--- src/sv/limit_order_book_matcher_top_assert.svh ---
// assertion macros for the order book matcher
`ifndef LIMIT_ORDER_BOOK_MATCHER_TOP_ASSERT_SVH
`define LIMIT_ORDER_BOOK_MATCHER_TOP_ASSERT_SVH
`ifndef SYNTHESIS
// implication checked at every clock edge outside reset
`define LOBM_ASSERT(lbl, prop, msg) \
  lbl: assert property (@(posedge clk) disable iff (rst) (prop)) else $error(msg);
// condition that must never hold outside reset
`define LOBM_NEVER(lbl, cond, msg) \
  lbl: assert property (@(posedge clk) disable iff (rst) !(cond)) else $error(msg);
`else
`define LOBM_ASSERT(lbl, prop, msg)
`define LOBM_NEVER(lbl, cond, msg)
`endif
`endif

--- src/sv/lobm_pkg.sv ---
package lobm_pkg;

  localparam int OrderSlotsDefault = 32;

  localparam logic [1:0] ModeAdd    = 2'd0;
  localparam logic [1:0] ModeCancel = 2'd1;
  localparam logic [1:0] ModeModify = 2'd2;

  localparam logic [1:0] StatOk      = 2'd0;
  localparam logic [1:0] StatUnknown = 2'd1;
  localparam logic [1:0] StatFull    = 2'd2;

  localparam logic KindTrade  = 1'b0;
  localparam logic KindStatus = 1'b1;

  localparam logic SideBuy = 1'b0;

  typedef struct packed {
    logic [1:0]         mode;
    logic [31:0]        order_ref;
    logic               buy_sell;
    logic signed [31:0] limit_price;
    logic [31:0]        order_qty;
  } event_t;

  typedef struct packed {
    logic               kind;
    logic               last;
    logic [31:0]        taker_ref;
    logic [31:0]        maker_id;
    logic signed [31:0] trade_price;
    logic [31:0]        trade_qty;
    logic [1:0]         status;
    logic [31:0]        rested_qty;
    logic signed [31:0] best_bid;
    logic               bid_present;
    logic signed [31:0] best_ask;
    logic               ask_present;
  } result_t;

  typedef struct packed {
    logic               side;
    logic signed [31:0] price;
    logic [31:0]        qty;
    logic [31:0]        ident;
    logic [31:0]        arrival;
  } slot_t;

endpackage

--- src/sv/limit_order_book_matcher_top.sv ---
// Price-time priority limit order book. Orders rest in a slot memory with one read
// and one write port (registered read) beside per-slot valid flops; all searches
// are linear scans of that memory, one slot per cycle. A cancel or modify first
// scans for its id; an add or modify then runs one matching scan per trade, each
// followed by a trade step, and a last matching scan that finds no maker, skipped
// when the final trade used up the quantity or reached ORDER_SLOTS trades; a rest
// step stores the remainder, a final scan finds best bid/ask and a status step
// issues the status. The trade and status steps wait while the output register
// is full.
// Each event yields its trades then one status item with last set. One event is
// processed at a time; a result waiting in the output register does not hold up
// the next event's input.
`include "limit_order_book_matcher_top_assert.svh"

module limit_order_book_matcher_top
  import lobm_pkg::*;
#(
  parameter int ORDER_SLOTS = OrderSlotsDefault
) (
  input  logic    clk,
  input  logic    rst,
  input  logic    evt_valid,
  output logic    evt_ready,
  input  event_t  evt,
  output logic    res_valid,
  input  logic    res_ready,
  output result_t res
);

  localparam int IW = $clog2(ORDER_SLOTS);
  localparam int CW = IW + 1;
  localparam logic [CW-1:0] NSLOT = CW'(ORDER_SLOTS);

  typedef enum logic [6:0] {
    S_IDLE  = 7'b0000001,
    S_FIND  = 7'b0000010,
    S_MATCH = 7'b0000100,
    S_TRADE = 7'b0001000,
    S_REST  = 7'b0010000,
    S_BOOK  = 7'b0100000,
    S_STAT  = 7'b1000000
  } state_t;

  state_t state;

  // slot store
  slot_t mem [ORDER_SLOTS];
  slot_t rd_data;
  logic [IW-1:0] wr_addr;
  slot_t wr_data;
  logic  wr_en;
  logic [ORDER_SLOTS-1:0] valid;

  // event context
  event_t cur;
  logic               side;
  logic [31:0]        remaining;
  logic [CW-1:0]      ntrades;
  logic [31:0]        arrival_counter;
  logic [1:0]         stat;
  logic [31:0]        rested;

  // scan pipeline: address issue, then compare in the cycle after
  logic [CW-1:0] scan_cnt;
  logic          p_vld;
  logic [IW-1:0] p_idx;
  logic          scan_done;
  logic          scanning;

  // search results
  logic          found;
  logic [IW-1:0] best_idx;
  slot_t         best;
  logic signed [31:0] bid, ask;
  logic          bid_p, ask_p;

  logic          out_free;
  logic          emit;
  logic [31:0]   traded;
  logic [31:0]   arr_diff;
  logic          cand, better;
  logic          free_ok;
  logic [IW-1:0] free_idx;

  assign evt_ready = (state == S_IDLE);
  assign out_free  = !res_valid || res_ready;
  assign emit      = out_free && (state == S_TRADE || state == S_STAT);
  assign scanning  = (state == S_FIND) || (state == S_MATCH) || (state == S_BOOK);
  assign scan_done = (scan_cnt == NSLOT) && !p_vld;
  assign traded    = (remaining < best.qty) ? remaining : best.qty;

  // memory: one read, one write per cycle, writes only happen outside scans
  always_ff @(posedge clk) begin
    rd_data <= mem[scan_cnt[IW-1:0]];
    if (wr_en) begin
      mem[wr_addr] <= wr_data;
    end
  end

  // maker candidate and priority test on the entry just read
  always_comb begin
    arr_diff = best.arrival - rd_data.arrival;
    cand = p_vld && valid[p_idx] && (rd_data.side != side) &&
           ((side == SideBuy) ? (rd_data.price <= cur.limit_price)
                              : (rd_data.price >= cur.limit_price));
    if (!found) begin
      better = 1'b1;
    end else if (rd_data.price == best.price) begin
      better = (arr_diff != 32'd0) && !arr_diff[31];
    end else begin
      better = (side == SideBuy) ? (rd_data.price < best.price)
                                 : (rd_data.price > best.price);
    end
  end

  // lowest free slot
  always_comb begin
    free_ok  = 1'b0;
    free_idx = '0;
    for (int i = ORDER_SLOTS - 1; i >= 0; i--) begin
      if (!valid[i]) begin
        free_ok  = 1'b1;
        free_idx = IW'(i);
      end
    end
  end

  always_comb begin
    wr_en   = 1'b0;
    wr_addr = best_idx;
    wr_data = best;
    if (state == S_TRADE && out_free) begin
      wr_en       = 1'b1;
      wr_data.qty = best.qty - traded;
    end else if (state == S_REST && remaining != 32'd0 && free_ok) begin
      wr_en   = 1'b1;
      wr_addr = free_idx;
      wr_data = '{side: side, price: cur.limit_price, qty: remaining,
                  ident: cur.order_ref, arrival: arrival_counter};
    end
  end

  always_ff @(posedge clk) begin
    if (rst) begin
      state           <= S_IDLE;
      valid           <= '0;
      arrival_counter <= '0;
      res_valid       <= 1'b0;
      scan_cnt        <= '0;
      p_vld           <= 1'b0;
      found           <= 1'b0;
    end else begin
      // result register: load on a trade or status cycle, else drain
      if (emit) begin
        res_valid <= 1'b1;
      end else if (res_ready) begin
        res_valid <= 1'b0;
      end
      // scan address sequencing
      if (scanning && scan_cnt != NSLOT) begin
        scan_cnt <= scan_cnt + CW'(1);
        p_vld    <= 1'b1;
        p_idx    <= scan_cnt[IW-1:0];
      end else begin
        p_vld <= 1'b0;
      end

      unique case (state)
        S_IDLE: begin
          if (evt_valid) begin
            cur       <= evt;
            side      <= evt.buy_sell;
            remaining <= evt.order_qty;
            ntrades   <= '0;
            stat      <= StatOk;
            rested    <= '0;
            scan_cnt  <= '0;
            found     <= 1'b0;
            bid_p     <= 1'b0;
            ask_p     <= 1'b0;
            if (evt.mode == ModeAdd) begin
              state <= S_MATCH;
            end else if (evt.mode == ModeCancel || evt.mode == ModeModify) begin
              state <= S_FIND;
            end else begin
              state <= S_BOOK;
            end
          end
        end
        S_FIND: begin
          if (p_vld && !found && valid[p_idx] && rd_data.ident == cur.order_ref) begin
            found    <= 1'b1;
            best_idx <= p_idx;
            best     <= rd_data;
          end
          if (scan_done) begin
            scan_cnt <= '0;
            found    <= 1'b0;
            if (!found) begin
              stat  <= StatUnknown;
              state <= S_BOOK;
            end else begin
              valid[best_idx] <= 1'b0;
              side            <= best.side;
              state           <= (cur.mode == ModeModify) ? S_MATCH : S_BOOK;
            end
          end
        end
        S_MATCH: begin
          if (cand && better) begin
            found    <= 1'b1;
            best_idx <= p_idx;
            best     <= rd_data;
          end
          if (scan_done) begin
            scan_cnt <= '0;
            state    <= (found && remaining != 32'd0) ? S_TRADE : S_REST;
          end
        end
        S_TRADE: begin
          if (out_free) begin
            res       <= '{kind: KindTrade, last: 1'b0, taker_ref: cur.order_ref,
                           maker_id: best.ident, trade_price: best.price,
                           trade_qty: traded, status: StatOk, rested_qty: '0,
                           best_bid: '0, bid_present: 1'b0, best_ask: '0,
                           ask_present: 1'b0};
            if (best.qty == traded) begin
              valid[best_idx] <= 1'b0;
            end
            remaining <= remaining - traded;
            ntrades   <= ntrades + CW'(1);
            found     <= 1'b0;
            scan_cnt  <= '0;
            state <= (remaining != traded && ntrades + CW'(1) != NSLOT) ? S_MATCH : S_REST;
          end
        end
        S_REST: begin
          if (remaining != 32'd0) begin
            if (free_ok) begin
              valid[free_idx] <= 1'b1;
              arrival_counter <= arrival_counter + 32'd1;
              rested          <= remaining;
            end else begin
              stat <= StatFull;
            end
          end
          scan_cnt <= '0;
          state    <= S_BOOK;
        end
        S_BOOK: begin
          if (p_vld && valid[p_idx]) begin
            if (rd_data.side == SideBuy) begin
              if (!bid_p || rd_data.price > bid) bid <= rd_data.price;
              bid_p <= 1'b1;
            end else begin
              if (!ask_p || rd_data.price < ask) ask <= rd_data.price;
              ask_p <= 1'b1;
            end
          end
          if (scan_done) begin
            state <= S_STAT;
          end
        end
        S_STAT: begin
          if (out_free) begin
            res       <= '{kind: KindStatus, last: 1'b1, taker_ref: '0, maker_id: '0,
                           trade_price: '0, trade_qty: '0, status: stat,
                           rested_qty: rested,
                           best_bid: bid_p ? bid : 32'sd0, bid_present: bid_p,
                           best_ask: ask_p ? ask : 32'sd0, ask_present: ask_p};
            scan_cnt  <= '0;
            state     <= S_IDLE;
          end
        end
        default: state <= S_IDLE;
      endcase
    end
  end

  `LOBM_ASSERT(a_start, evt_valid && evt_ready |=> scanning, "event did not start a scan")
  `LOBM_NEVER(a_wr_in_scan, wr_en && scanning, "slot write during a scan")
  `LOBM_NEVER(a_ntrades, ntrades > NSLOT, "too many trades for one event")
  `LOBM_ASSERT(a_trade_ok, state == S_TRADE |-> found && remaining != 32'd0, "bad trade")

endmodule
--- config.mk ---
export PLATFORM = sky130hd
export DESIGN_NAME = limit_order_book_matcher_top
export DESIGN_NICKNAME = d
export VERILOG_FILES = /design/src/sv/lobm_pkg.sv /design/src/sv/limit_order_book_matcher_top.sv
export VERILOG_INCLUDE_DIRS = /design/src /design/src/sv
export SDC_FILE = /design/constraint.sdc
export NUM_CORES = 2
export LEC_CHECK = 0
export BUFFER_PORTS_ARGS = -buffer_cell sky130_fd_sc_hd__buf_2
export CAP_MARGIN = 20
export CORE_AREA = 4 4 560 784
export CTS_BUF_LIST = sky130_fd_sc_hd__clkbuf_2 sky130_fd_sc_hd__clkbuf_4 sky130_fd_sc_hd__clkbuf_8
export DETAILED_ROUTE_END_ITERATION = 10
export DIE_AREA = 0 0 564 788
export GPL_TIMING_DRIVEN = 0
export PLACE_DENSITY_LB_ADDON = 0.08
export SLEW_MARGIN = 10
export SYNTH_ARGS = -nofsm -noshare
export SYNTH_HDL_FRONTEND = slang
export SYNTH_MEMORY_MAX_BITS = 65536
export SYNTH_SLANG_ARGS = --single-unit
--- constraint.sdc ---
create_clock -name clk -period 29.3 [get_ports clk]
set_clock_uncertainty 0.1 [all_clocks]
set_input_delay 2.93 -clock clk [delete_from_list [all_inputs] [get_ports clk]]
set_output_delay 2.93 -clock clk [all_outputs]
set_load 0.01 [all_outputs]
==> metrics <==
number of global-route vias before repair=107774; FP Rows=286; worst min-delay path class=flip-flop to flip-flop; Syn Nets=9668; P_leak=76.46 nW; largest net degree at the start of global routing=33; CTS Buf Count=743; Final ANT Viol Nets=0; final wirelength=596.2 mm; share of cells above drive strength 1=0.3602; clk slew on worst S/H paths=0.06 ns; most instantiated cells after synthesis=4701 x edfxtp_1, 1300 x mux4_2, 394 x nand2_1; Pre-antenna DRT Iters=5; core area=0.4323 mm²; Max-Cap Viols=0; Post-Syn Area=0.1936 mm²; antenna violations before repair=33; clock sink count=4910; Finished Cell Area=0.2296 mm²; CTS H-tree lvls=6; Seq/Total Area, Yosys=0.7507; period utilization=0.2677; cts hold-fix bufs=0; crit start category=flip-flop; Critical-path top delay cell=nand2_1; filler-free cell count of the finished design=17986; total grt overflow=0; DIE AREA=0.4444 mm²; final setup fails=0; worst vdd ir=0.04560 mV; final net count=11974; crit path capture type=flip-flop; max incr delay on CP=0.73 ns; Max-Slew Margin vs Limit=0.1753; DRC viols=0; DP Worst Slack=21.13 ns; IO Count=335; crit path DAT=8.48 ns; post-synthesis cell count=9305; maximum clock rate=127.5 MHz; dpl cells=16574; final hold vios=0; critical-path cell list=ha_1 -> a21o_1 -> a21o_1 -> a21o_1 -> a21o_1 -> a21oi_1 -> o211ai_1 -> nor2_1 -> clkbuf_1 -> mux2i_1 -> ha_1 -> nor2b_1 -> o21ai_0 -> a21oi_1 -> o21ai_0 -> a21oi_1 -> a21oi_1 -> o21ai_0 -> a22o_1 -> o21a_1 -> o311ai_0 -> nand2_1; Area growth, synth to finish=18.57%; area leader, netlist=edfxtp_1; die span in x=564 µm; Initial Util=0.4479; Post-CTS Setup Inserts=0; FF-to-FF path depth=22; Area contributors post-synth=edfxtp_1 73%, mux4_2 15%, dfxtp_1 2.2%, ha_1 1.7%, mux2_2 0.78%; Chip Height=788 µm; Avg Inst Size Synth=20.81 µm²; post-synth top area share=0.7291; Critical Path RT=29.94 ns; initial DRC count=11195; ys flop type=edfxtp_1; Via density=5.788; placed instance area=0.2140 mm²; count leader, synth=edfxtp_1; Worst Hold Depth=0; run status=complete, no violations; Crit Path Category=flip-flop to flip-flop; I/O Buffers=333; via count=104096; final setup TNS=0 ns; Root Buffer=clkbuf_8; HPWL after DPL=441.9 mm; total track usage=0.2653; async set-reset flop share out of synthesis=0; Core Util, Final=0.5310; crit-path max FO=32; max-slew violations=0; Clock Tree Buf Depth=4; Final min period=7.844 ns; Pwr Density=62.54 mW/mm²; first-pass GRT wire length=828.4 mm; fill cell count=34408; Worst-Margin Slew=1.237 ns; #FFs+latches synth=4910; EDFF count, synth=4701; Resized cells post-CTS=0; DR WL/cell=33.15 µm; Setup WS post-layout=21.46 ns; TritonCTS clock tree=done; distinct cell type count after synthesis=79; clock latency on the worst-skew pair=1.29 ns; RSZ-0062 raised after global routing=no; Synth Warn #=0; gpl congestion=0.8651
[cell type report]
cell class,instances,area (µm²),area share
Inverter,245,919.6,0.004006
Antenna cell,16,40.04,0.0001744
Sequential cell,4910,145300,0.6332
Buffer,413,1660,0.007233
Clock inverter,317,2166,0.009435
Tap cell,5760,7207,0.03139
Timing Repair Buffer,1561,13250,0.05770
Multi-Input combinational cell,3737,46320,0.2018
Clock buffer,1027,12650,0.05509
[per-layer routing]
metal | routed length, µm | GRT usage | vias to the layer above | part of all wire
met5 | 64 | 0 | - | 0.00011
met2 | 314500 | 0.4725 | 4302 | 0.53
met1 | 217800 | 0.3237 | 55551 | 0.37
met4 | 27380 | 0.1065 | 10 | 0.046
met3 | 36510 | 0.03939 | 1052 | 0.061
li1 | - | - | 43181 | -
[registers in the layout, indices dropped and copies added, names as in the netlist, 32 cells and up]
name / cells
bid: 32
valid: 32
best: 129
arrival_counter: 32
ask: 32
remaining: 32
res: 229
rested: 32
mem: 4128
cur: 66
rd_data: 129
[final timing paths]
check | slack, ns | end | startpoint
setup reg to reg | 21.46 | mem[24][90] | remaining[25]
hold reg to reg | 0.29 | best[67] | rd_data[67]
setup / recovery | 21.46 | mem[24][90] | remaining[25]
hold / removal | 0.29 | best[67] | rd_data[67]
[per-stage QoR]
stage | hold slack, ns | power [mW]
after global routing | 0.3058 | 14.86
after CTS | 0.2723 | 14.48
after detailed placement | 0.2887 | 8.814
after global placement | 0.2930 | 8.760
final | 0.2915 | 14.36
after floorplan | 0.2855 | 8.431
[cell families (layout without fill, tap and decap cells)]
| group | count (synthesis) | in the layout | share of synthesized area |
|---|---|---|---|
| xor+xnor | 127 | 127 | 0.005745 |
| fa+ha+maj | 260 | 260 | 0.01692 |
| flops | 4910 | 4910 | 0.7507 |
| mux | 1468 | 1468 | 0.1608 |
| simple gates | 1209 | 1209 | 0.03100 |
| other cells | 0 | 16 | 0 |
| buf+inv | 658 | 3563 | 0.01279 |
| compound gates | 673 | 673 | 0.02202 |
[report_power, final]
part	leakage, nW	switching [mW]	internal (mW)
sequential	44.0	0.0579	7.67
clock	7.85	2.73	2.95
combinational	24.6	0.536	0.414
total	76.5	3.33	11.0
[layout by cell type (no fill, tap or decap), types with 80 or more instances in the layout]
| cell type | instances |
|---|---|
| and3_1 | 83 |
| clkbuf_8 | 789 |
| nand2_1 | 393 |
| xor2_1 | 81 |
| clkbuf_4 | 238 |
| mux2_2 | 134 |
| o21ai_0 | 142 |
| nor2b_1 | 106 |
| and2_1 | 80 |
| clkbuf_1 | 289 |
| clkinv_2 | 83 |
| buf_8 | 141 |
| dfxtp_1 | 209 |
| inv_1 | 245 |
| buf_6 | 200 |
| a21oi_1 | 150 |
| buf_4 | 750 |
| edfxtp_1 | 4701 |
| nor2_1 | 208 |
| mux4_2 | 1300 |
| ha_1 | 257 |
| buf_2 | 434 |
| clkinv_1 | 163 |
[critical path: cells and delay by family (launching register included)]
kind,cells,cell delay [ns]
muxes,1,0.64
buffers and inverters,1,0.72
adders and majority gates,2,0.80
DFF,1,0.58
AOI/OAI and AO/OA,15,3.24
and+or+nand+nor,3,1.19
Note: power is estimated with default switching activity, not from simulation.
